==> config.mk <==
export PLATFORM = sky130hd
export DESIGN_NAME = decimal_text_to_integer
export DESIGN_NICKNAME = d
export VERILOG_FILES = /design/src/hw/rtl/dtoi_pkg.sv /design/src/hw/rtl/dtoi_accum.sv /design/src/hw/rtl/dtoi_finish.sv /design/src/hw/rtl/decimal_text_to_integer.sv
export VERILOG_INCLUDE_DIRS = /design/src /design/src/hw/rtl
export SDC_FILE = /design/constraint.sdc
export NUM_CORES = 1
export LEC_CHECK = 0
export ABC_AREA = 1
export BUFFER_PORTS_ARGS = -buffer_cell sky130_fd_sc_hd__buf_2
export CAP_MARGIN = 0
export CORE_ASPECT_RATIO = 0.9
export CORE_UTILIZATION = 55
export CTS_CLUSTER_SIZE = 10
export DETAILED_ROUTE_END_ITERATION = 7
export PLACE_DENSITY = 0.71
export SLEW_MARGIN = 10
export SYNTH_ARGS = -nofsm -noshare
export SYNTH_HDL_FRONTEND = slang
export SYNTH_SLANG_ARGS = --single-unit
==> constraint.sdc <==
create_clock -name clk -period 4 [get_ports clk]
set_clock_uncertainty 0.1 [all_clocks]
set_input_delay 0.2 -clock clk [delete_from_list [all_inputs] [get_ports clk]]
set_output_delay 0.2 -clock clk [all_outputs]
set_load 0.005 [all_outputs]
==> src/hw/rtl/decimal_text_to_integer_defines.svh <==
// Assertion macros for the decimal text to integer converter.
`ifndef DECIMAL_TEXT_TO_INTEGER_DEFINES_SVH
`define DECIMAL_TEXT_TO_INTEGER_DEFINES_SVH

`ifndef SYNTH
// Same-cycle implication, sampled on clk, disabled in reset.
`define DTOI_ASSERT_NOW(name, ante, cons) \
  name: assert property (@(posedge clk) disable iff (rst) (ante) |-> (cons)) \
    else $error("dtoi assertion failed");
// Next-cycle implication, sampled on clk, disabled in reset.
`define DTOI_ASSERT_NEXT(name, ante, cons) \
  name: assert property (@(posedge clk) disable iff (rst) (ante) |=> (cons)) \
    else $error("dtoi assertion failed");
`else
`define DTOI_ASSERT_NOW(name, ante, cons)
`define DTOI_ASSERT_NEXT(name, ante, cons)
`endif

`endif

==> src/hw/rtl/dtoi_pkg.sv <==
// Types and constants shared by the decimal text to integer converter.
`default_nettype none
package dtoi_pkg;

  typedef enum logic [2:0] {
    PH_START   = 3'd0,
    PH_SIGN    = 3'd1,
    PH_DIGITS  = 3'd2,
    PH_TRAIL   = 3'd3,
    PH_NODIGIT = 3'd4
  } phase_t;

  typedef enum logic [1:0] {
    ST_OK      = 2'd0,
    ST_INVALID = 2'd1,
    ST_RANGE   = 2'd2
  } status_t;

  localparam logic [1:0] CFG_ALLOW_EMPTY    = 2'd0;
  localparam logic [1:0] CFG_ALLOW_TRAILING = 2'd1;
  localparam logic [1:0] CFG_UNSIGNED_MODE  = 2'd2;
  localparam logic [1:0] CFG_WIDTH_MODE     = 2'd3;

  localparam logic [1:0] WIDTH_16 = 2'd0;
  localparam logic [1:0] WIDTH_32 = 2'd1;
  localparam logic [1:0] WIDTH_64 = 2'd2;

  localparam logic [7:0] CHAR_PLUS  = 8'd43;
  localparam logic [7:0] CHAR_MINUS = 8'd45;
  localparam logic [7:0] CHAR_ZERO  = 8'd48;
  localparam logic [7:0] CHAR_NINE  = 8'd57;
  localparam logic [7:0] CHAR_SPACE = 8'd32;
  localparam logic [7:0] CHAR_TAB   = 8'd9;
  localparam logic [7:0] CHAR_CR    = 8'd13;

  typedef struct packed {
    phase_t      phase;
    logic        saw_any;
    logic        negative;
    logic [63:0] magnitude;
    logic        overflowed;
  } parse_state_t;

  typedef struct packed {
    logic       allow_empty;
    logic       allow_trailing;
    logic       unsigned_mode;
    logic [1:0] width_mode;
  } cfg_t;

endpackage
`default_nettype wire

==> src/hw/rtl/dtoi_accum.sv <==
// Parse state machine and decimal digit accumulator.
`default_nettype none
module dtoi_accum
  import dtoi_pkg::*;
(
  input  wire logic         clk,
  input  wire logic         rst,
  input  wire logic         step,
  input  wire logic [7:0]   char_code,
  input  wire logic         is_end,
  output parse_state_t      state
);

  phase_t      phase, phase_next;
  logic        saw_any, saw_any_next;
  logic        negative, negative_next;
  logic [63:0] magnitude, magnitude_next;
  logic        overflowed, overflowed_next;

  logic        is_digit, is_space, is_sign;
  logic [3:0]  digit;
  logic [67:0] times_ten;
  logic        take_digit;

  assign is_digit = (char_code >= CHAR_ZERO) && (char_code <= CHAR_NINE);
  assign is_space = (char_code == CHAR_SPACE) ||
                    ((char_code >= CHAR_TAB) && (char_code <= CHAR_CR));
  assign is_sign  = (char_code == CHAR_PLUS) || (char_code == CHAR_MINUS);
  assign digit    = 4'(char_code - CHAR_ZERO);

  // m*10 + d as shift-add; anything above bit 63 is overflow
  assign times_ten = {1'b0, magnitude, 3'b000} + {3'b000, magnitude, 1'b0} +
                     {64'd0, digit};

  // next phase
  always_comb begin
    phase_next = phase;
    if (is_end) begin
      phase_next = PH_START;
    end else begin
      case (phase)
        PH_START: begin
          if (is_space) phase_next = PH_START;
          else if (is_sign) phase_next = PH_SIGN;
          else if (is_digit) phase_next = PH_DIGITS;
          else phase_next = PH_NODIGIT;
        end
        PH_SIGN: begin
          phase_next = is_digit ? PH_DIGITS : PH_NODIGIT;
        end
        PH_DIGITS: begin
          if (!is_digit) phase_next = PH_TRAIL;
        end
        default: phase_next = phase;
      endcase
    end
  end

  // datapath
  always_comb begin
    take_digit      = 1'b0;
    saw_any_next    = saw_any;
    negative_next   = negative;
    magnitude_next  = magnitude;
    overflowed_next = overflowed;
    case (phase)
      PH_START:  take_digit = is_digit && !is_space;
      PH_SIGN:   take_digit = is_digit;
      PH_DIGITS: take_digit = is_digit;
      default:   take_digit = 1'b0;
    endcase
    if (is_end) begin
      saw_any_next    = 1'b0;
      negative_next   = 1'b0;
      magnitude_next  = '0;
      overflowed_next = 1'b0;
    end else begin
      saw_any_next = 1'b1;
      if ((phase == PH_START) && !is_space && is_sign) begin
        negative_next = (char_code == CHAR_MINUS);
      end
      if (take_digit && !overflowed) begin
        if (times_ten[67:64] != 4'd0) begin
          overflowed_next = 1'b1;
          magnitude_next  = '1;
        end else begin
          magnitude_next = times_ten[63:0];
        end
      end
    end
  end

  always_ff @(posedge clk) begin
    if (rst) begin
      phase      <= PH_START;
      saw_any    <= 1'b0;
      negative   <= 1'b0;
      magnitude  <= '0;
      overflowed <= 1'b0;
    end else if (step) begin
      phase      <= phase_next;
      saw_any    <= saw_any_next;
      negative   <= negative_next;
      magnitude  <= magnitude_next;
      overflowed <= overflowed_next;
    end
  end

  always_comb begin
    state.phase      = phase;
    state.saw_any    = saw_any;
    state.negative   = negative;
    state.magnitude  = magnitude;
    state.overflowed = overflowed;
  end

endmodule
`default_nettype wire

==> src/hw/rtl/dtoi_finish.sv <==
// End-of-string checks: empty input, missing digits, range, trailing text, narrowing, final value.
`default_nettype none
module dtoi_finish
  import dtoi_pkg::*;
(
  input  wire parse_state_t  state,
  input  wire cfg_t          cfg,
  output status_t            status,
  output logic [63:0]        value
);

  logic [63:0] v;
  logic        range_64;
  logic        narrow_bad;
  logic        had_digits;

  assign had_digits = (state.phase == PH_DIGITS) || (state.phase == PH_TRAIL);
  assign v = state.negative ? (64'd0 - state.magnitude) : state.magnitude;

  // signed limit is 2^63-1, or 2^63 after a minus
  always_comb begin
    if (cfg.unsigned_mode) begin
      range_64 = state.overflowed;
    end else if (state.negative) begin
      range_64 = state.overflowed ||
                 (state.magnitude[63] && (state.magnitude[62:0] != 63'd0));
    end else begin
      range_64 = state.overflowed || state.magnitude[63];
    end
  end

  always_comb begin
    case (cfg.width_mode)
      WIDTH_16: begin
        if (cfg.unsigned_mode) narrow_bad = (v[63:16] != 48'd0);
        else narrow_bad = (v[63:15] != 49'd0) && (v[63:15] != '1);
      end
      WIDTH_32: begin
        if (cfg.unsigned_mode) narrow_bad = (v[63:32] != 32'd0);
        else narrow_bad = (v[63:31] != 33'd0) && (v[63:31] != '1);
      end
      default: narrow_bad = 1'b0;
    endcase
  end

  always_comb begin
    value = '0;
    if (!state.saw_any) begin
      status = cfg.allow_empty ? ST_OK : ST_INVALID;
    end else if (!had_digits) begin
      status = ST_INVALID;
    end else if (range_64) begin
      status = ST_RANGE;
    end else if ((state.phase == PH_TRAIL) && !cfg.allow_trailing) begin
      status = ST_INVALID;
    end else if (narrow_bad) begin
      status = ST_RANGE;
    end else begin
      status = ST_OK;
      value  = v;
    end
  end

endmodule
`default_nettype wire

==> src/hw/rtl/decimal_text_to_integer.sv <==
// Top level of the decimal text to integer converter.
// Usage:
//   Requests arrive on req_valid/req_ready, one character byte (char_code)
//   each, and a request with is_end high closes the string. Leading
//   whitespace, an optional sign and decimal digits are parsed with strtol
//   or strtoul base-10 rules. Only the end request makes a result, given on
//   res_valid/res_ready as status and value.
//   Timing: a request is taken into the input register and is processed
//   when it leaves it; the result of an end request is loaded into the
//   result register, which drives res_valid, as that request leaves.
//   Throughput: one request per cycle, set by the digit update (shift-add
//   times ten with a 64-bit overflow check) while no end request stalls.
//   Stall: while a result waits, character requests keep flowing; an end
//   request halts in the input register and req_ready drops until the
//   result is taken.
//   Reset: clears the parse state, the pipeline valids and the config
//   registers (allow_empty 0, allow_trailing 0, unsigned_mode 0,
//   width_mode sixty-four bits). Config writes land at once on cfg_we.
`default_nettype none
`include "decimal_text_to_integer_defines.svh"
module decimal_text_to_integer
  import dtoi_pkg::*;
(
  input  wire logic        clk,
  input  wire logic        rst,
  input  wire logic        req_valid,
  output logic             req_ready,
  input  wire logic [7:0]  char_code,
  input  wire logic        is_end,
  output logic             res_valid,
  input  wire logic        res_ready,
  output logic [1:0]       status,
  output logic [63:0]      value,
  input  wire logic        cfg_we,
  input  wire logic [1:0]  cfg_index,
  input  wire logic [1:0]  cfg_data
);

  cfg_t         cfg;
  parse_state_t state;
  status_t      fin_status;
  logic [63:0]  fin_value;

  // input register
  logic       q_valid;
  logic [7:0] q_char;
  logic       q_end;
  logic       q_fire;
  logic       res_load;

  // config registers
  always_ff @(posedge clk) begin
    if (rst) begin
      cfg.allow_empty    <= 1'b0;
      cfg.allow_trailing <= 1'b0;
      cfg.unsigned_mode  <= 1'b0;
      cfg.width_mode     <= WIDTH_64;
    end else if (cfg_we) begin
      case (cfg_index)
        CFG_ALLOW_EMPTY:    cfg.allow_empty    <= cfg_data[0];
        CFG_ALLOW_TRAILING: cfg.allow_trailing <= cfg_data[0];
        CFG_UNSIGNED_MODE:  cfg.unsigned_mode  <= cfg_data[0];
        CFG_WIDTH_MODE:     cfg.width_mode     <= cfg_data;
        default:            cfg.width_mode     <= cfg.width_mode;
      endcase
    end
  end

  // A character always advances; an end request needs the result slot
  // empty or being drained this cycle.
  assign q_fire    = q_valid && (!q_end || !res_valid || res_ready);
  assign req_ready = !q_valid || q_fire;
  assign res_load  = q_fire && q_end;

  always_ff @(posedge clk) begin
    if (rst) begin
      q_valid <= 1'b0;
    end else if (req_ready) begin
      q_valid <= req_valid;
    end
  end

  // payload holds no reset
  always_ff @(posedge clk) begin
    if (req_ready && req_valid) begin
      q_char <= char_code;
      q_end  <= is_end;
    end
  end

  dtoi_accum u_accum (
    .clk       (clk),
    .rst       (rst),
    .step      (q_fire),
    .char_code (q_char),
    .is_end    (q_end),
    .state     (state)
  );

  dtoi_finish u_finish (
    .state  (state),
    .cfg    (cfg),
    .status (fin_status),
    .value  (fin_value)
  );

  // result register: load on end, drop when taken
  always_ff @(posedge clk) begin
    if (rst) begin
      res_valid <= 1'b0;
    end else if (res_load) begin
      res_valid <= 1'b1;
    end else if (res_ready) begin
      res_valid <= 1'b0;
    end
  end

  always_ff @(posedge clk) begin
    if (res_load) begin
      status <= fin_status;
      value  <= fin_value;
    end
  end

  // error results carry a zero value
  `DTOI_ASSERT_NOW(a_err_zero, res_valid && (status != ST_OK), value == 64'd0)
  // an end request stuck behind a held result blocks the input
  `DTOI_ASSERT_NOW(a_end_stall, q_valid && q_end && res_valid && !res_ready, !req_ready)
  // closing a string returns the parser to its start
  `DTOI_ASSERT_NEXT(a_end_clears, res_load,
                    (state.phase == PH_START) && !state.saw_any && (state.magnitude == 64'd0))
  // every end processed produces a visible result next cycle
  `DTOI_ASSERT_NEXT(a_end_result, res_load, res_valid)

endmodule
`default_nettype wire
==> metrics.csv <==
metric,value,unit
DRC viols,0,
ant diodes,0,
Starting Density,56.3,%
H-tree levels,4,
sequential cell fraction of total power,49.5,%
# setup viols final,0,
total grt overflow,0,
area of the mapped netlist,14200,sq um
largest driver fanout on the critical path,3,
width of the die,171,um
Post-Synthesis Mean Instance Area,6.50,sq um
clock network latency to the later pin of the worst-skew pair,0.44,ns
slew at the pin with the worst max-slew slack,1.15,ns
first-pass GRT wire length,70900,um
pre-CTS worst setup slack,0.0510,ns
die footprint,26500,sq um
number of warning messages in the yosys log,0,
post-CTS setup repair buffer count,0,
remaining antenna violation count after routing,0,
final wirelength,45400,um
# port buffers,85,
portion of the post-synthesis area used by sequential elements,26.7,%
slack of the worst reg-to-reg path,0.18,ns
status,"finished, violations left",
start-to-end type of the worst setup path,reg -> reg,
Clk Tree Root Cell,sky130_fd_sc_hd__clkbuf_16,
relative slew slack,23.1,%
Gate Count Post-Synth,2185,
Final Max Tran Viols,0,
core area,25300,sq um
number of antenna violations at the first check in global routing,0,
leakage component of the power,0.00773,uW
maximum clock path buffer count,2,
number of ports placed on the die boundary,86,
via count,14900,
switching share of total power,24.4,%
clock tree from TritonCTS,done,
Int Pwr,2550,uW
ratio of cells with drive above 1 in the final layout,10.7,%
startpoint class of the critical path,register,
TritonCTS buffer count,17,
final weighted congestion in routability-driven placement,0.994,
nets in the synthesized netlist,2333,
Final period util,95.4,%
largest net degree at the start of global routing,74,
total number of nets in the final design,2445,
RSZ-0062 raised after global routing,no,
post-layout worst setup margin,0.185,ns
Clock power frac,46.9,%
switching component of the power,822,uW
"most common cell after layout, fill and taps aside",sky130_fd_sc_hd__nand2_1,
clock-pin slew reported for the worst setup and hold paths after clock tree synthesis,0.07,ns
area added between synthesis and finish,12.4,%
Maximum Capacitance Violations,0,
violated checks,negative hold slack,
hold slack,-0.00458,ns
data required time at the worst endpoint,4.19,ns
Cell Rows,55,
final sum of negative setup slack,0,ns
distinct cell type count after synthesis,50,
worst voltage drop across the vdd grid,262,uV
number of hold violations in the final report,1,
Vias/cell,5.61,
arrival time worst endpoint,4.00,ns
Post-DP HPWL,36500,um
mean routed wirelength per cell,17.1,um
overall routing resource usage,34.6,%
clock sink count,152,
drt first-iter violations,1418,
highest-count cells in the layout ignoring fill and taps,"sky130_fd_sc_hd__nand2_1 (605), sky130_fd_sc_hd__nor2_1 (298), sky130_fd_sc_hd__inv_1 (237)",
flip-flop and latch count after synthesis,152,
power per cell area,211,nW/um^2
Comb power frac,3.5,%
crit path time final,3.82,ns
Detailed Routing Iterations Pass 1,6,
maximum clock frequency,262,MHz
vertical die dimension,154,um
path class of the lowest-slack min-delay path,in -> reg,
Worst Setup End Kind,register,
vias in the first global route,13600,
-- metrics by stage --
| stage | instance area (sq um) | cells | utilization, % | hold slack (ns) | power (uW) |
|---|---|---|---|---|---|
| floorplan | 14200 | 2185 | - | 0.199 | 1760 |
| global placement | 15200 | 2604 | 60.3 | 0.276 | 1810 |
| detailed placement | 15200 | 2604 | 60.3 | 0.279 | 1810 |
| CTS | 15900 | 2651 | 63.1 | 0.00117 | 3380 |
| global route | 16000 | 2652 | 63.2 | 0.0204 | 3470 |
| finish | 16000 | 2652 | 63.2 | -0.00458 | 3370 |
-- worst max-delay path, cell delays in order, from the launching register on --
cell	delay [ns]
sky130_fd_sc_hd__edfxtp_1	0.41
sky130_fd_sc_hd__fa_1	0.59
sky130_fd_sc_hd__inv_1	0.09
sky130_fd_sc_hd__fa_1	0.45
sky130_fd_sc_hd__nand3b_1	0.17
sky130_fd_sc_hd__nand2_1	0.14
sky130_fd_sc_hd__a21boi_1	0.11
sky130_fd_sc_hd__buf_4	0.16
sky130_fd_sc_hd__o21bai_1	0.25
sky130_fd_sc_hd__a21boi_0	0.19
sky130_fd_sc_hd__o21ai_0	0.21
sky130_fd_sc_hd__buf_4	0.16
sky130_fd_sc_hd__nand3_1	0.16
sky130_fd_sc_hd__nand3_1	0.15
sky130_fd_sc_hd__nand2_1	0.05
sky130_fd_sc_hd__nand3b_1	0.14
sky130_fd_sc_hd__nand2_1	0.06
sky130_fd_sc_hd__a21oi_1	0.06
-- final cells by class --
type	count	area, sq um
inverters	242	908
fillers	2496	9290
flip-flops and latches	152	3790
clock buffers	20	458
clock inverters	12	103
repair buffers	142	971
multi-input cells	1742	9300
well taps	342	428
-- cell usage after synthesis, drive strengths merged --
library cell / number / share of area, %
a211oi: 3 / 0.16
a21boi: 8 / 0.42
a21o: 13 / 0.69
a21oi: 170 / 6.0
a221oi: 3 / 0.18
a22oi: 1 / 0.053
a311oi: 1 / 0.062
a31oi: 16 / 0.70
a32oi: 1 / 0.062
and2: 3 / 0.13
and3: 3 / 0.13
buf: 25 / 1.1
clkbuf: 24 / 0.63
dfxtp: 77 / 11
edfxtp: 75 / 16
fa: 2 / 0.28
ha: 128 / 11
inv: 242 / 6.4
nand2: 612 / 16
nand3: 160 / 5.7
nand3b: 19 / 1.0
nand4: 17 / 0.75
nor2: 365 / 11
nor3: 14 / 0.49
nor3b: 2 / 0.11
nor4: 7 / 0.31
o2111ai: 1 / 0.062
o211a: 1 / 0.070
o211ai: 3 / 0.16
o21a: 9 / 0.48
o21ai: 90 / 3.4
o21bai: 16 / 0.87
o311ai: 1 / 0.062
o31ai: 1 / 0.053
o41ai: 1 / 0.062
or3: 1 / 0.044
xnor2: 32 / 2.0
xor2: 38 / 2.3
-- cells by family after synthesis --
family,after synthesis,share of synthesized area (%)
AOI/OAI and AO/OA,339,13.5
DFF,152,26.7
and+or+nand+nor,1203,35.8
buffers and inverters,291,8.14
xor gates and xnor gates,70,4.31
adders and majority gates,130,11.6
-- path summary, 6_finish.rpt --
| path | to | start | cells after the start |
|---|---|---|---|
| worst min register to register | cfg[1] | cfg[1] | 2 |
| worst min-delay path | q_valid | res_ready | 4 |
| worst max register to register | u_accum.magnitude[60] | q_char[3] | 17 |
| worst max-delay path | u_accum.magnitude[60] | q_char[3] | 17 |
-- power by group through the flow --
stage	combinational (uW)	clock, uW	sequential (uW)
finish	120	1580	1670
CTS	119	1590	1670
detailed placement	108	0	1710
global placement	105	0	1700
global route	134	1660	1670
floorplan	56.2	0	1710
-- flip-flops by register name, summed over array words and instances, names as in the netlist --
signal and count:
u_accum.phase 3, u_accum.magnitude 64, q_end 1, u_accum.negative 1, u_accum.saw_any 1, value 64
q_char 8, q_valid 1, res_valid 1, u_accum.overflowed 1, cfg 5, status 2
-- per-layer routing --
metal	GRT usage, %	up-vias	share of wire, %
met5	0	-	0
met4	10.4	0	2.7
met3	4.84	79	8.4
met2	55.7	591	45
met1	47.8	6812	44
li1	-	7407	-
-- repair_timing --
| item | CTS | global route |
|---|---|---|
| endpoints found under the setup margin | 1 | 64 |
| cloned | 0 | 1 |
| hold buffers | 15 | 0 |
| endpoints found under the hold margin | 16 | 0 |
| resized for setup | 1 | 4 |
(Power assumes the default switching activity.)
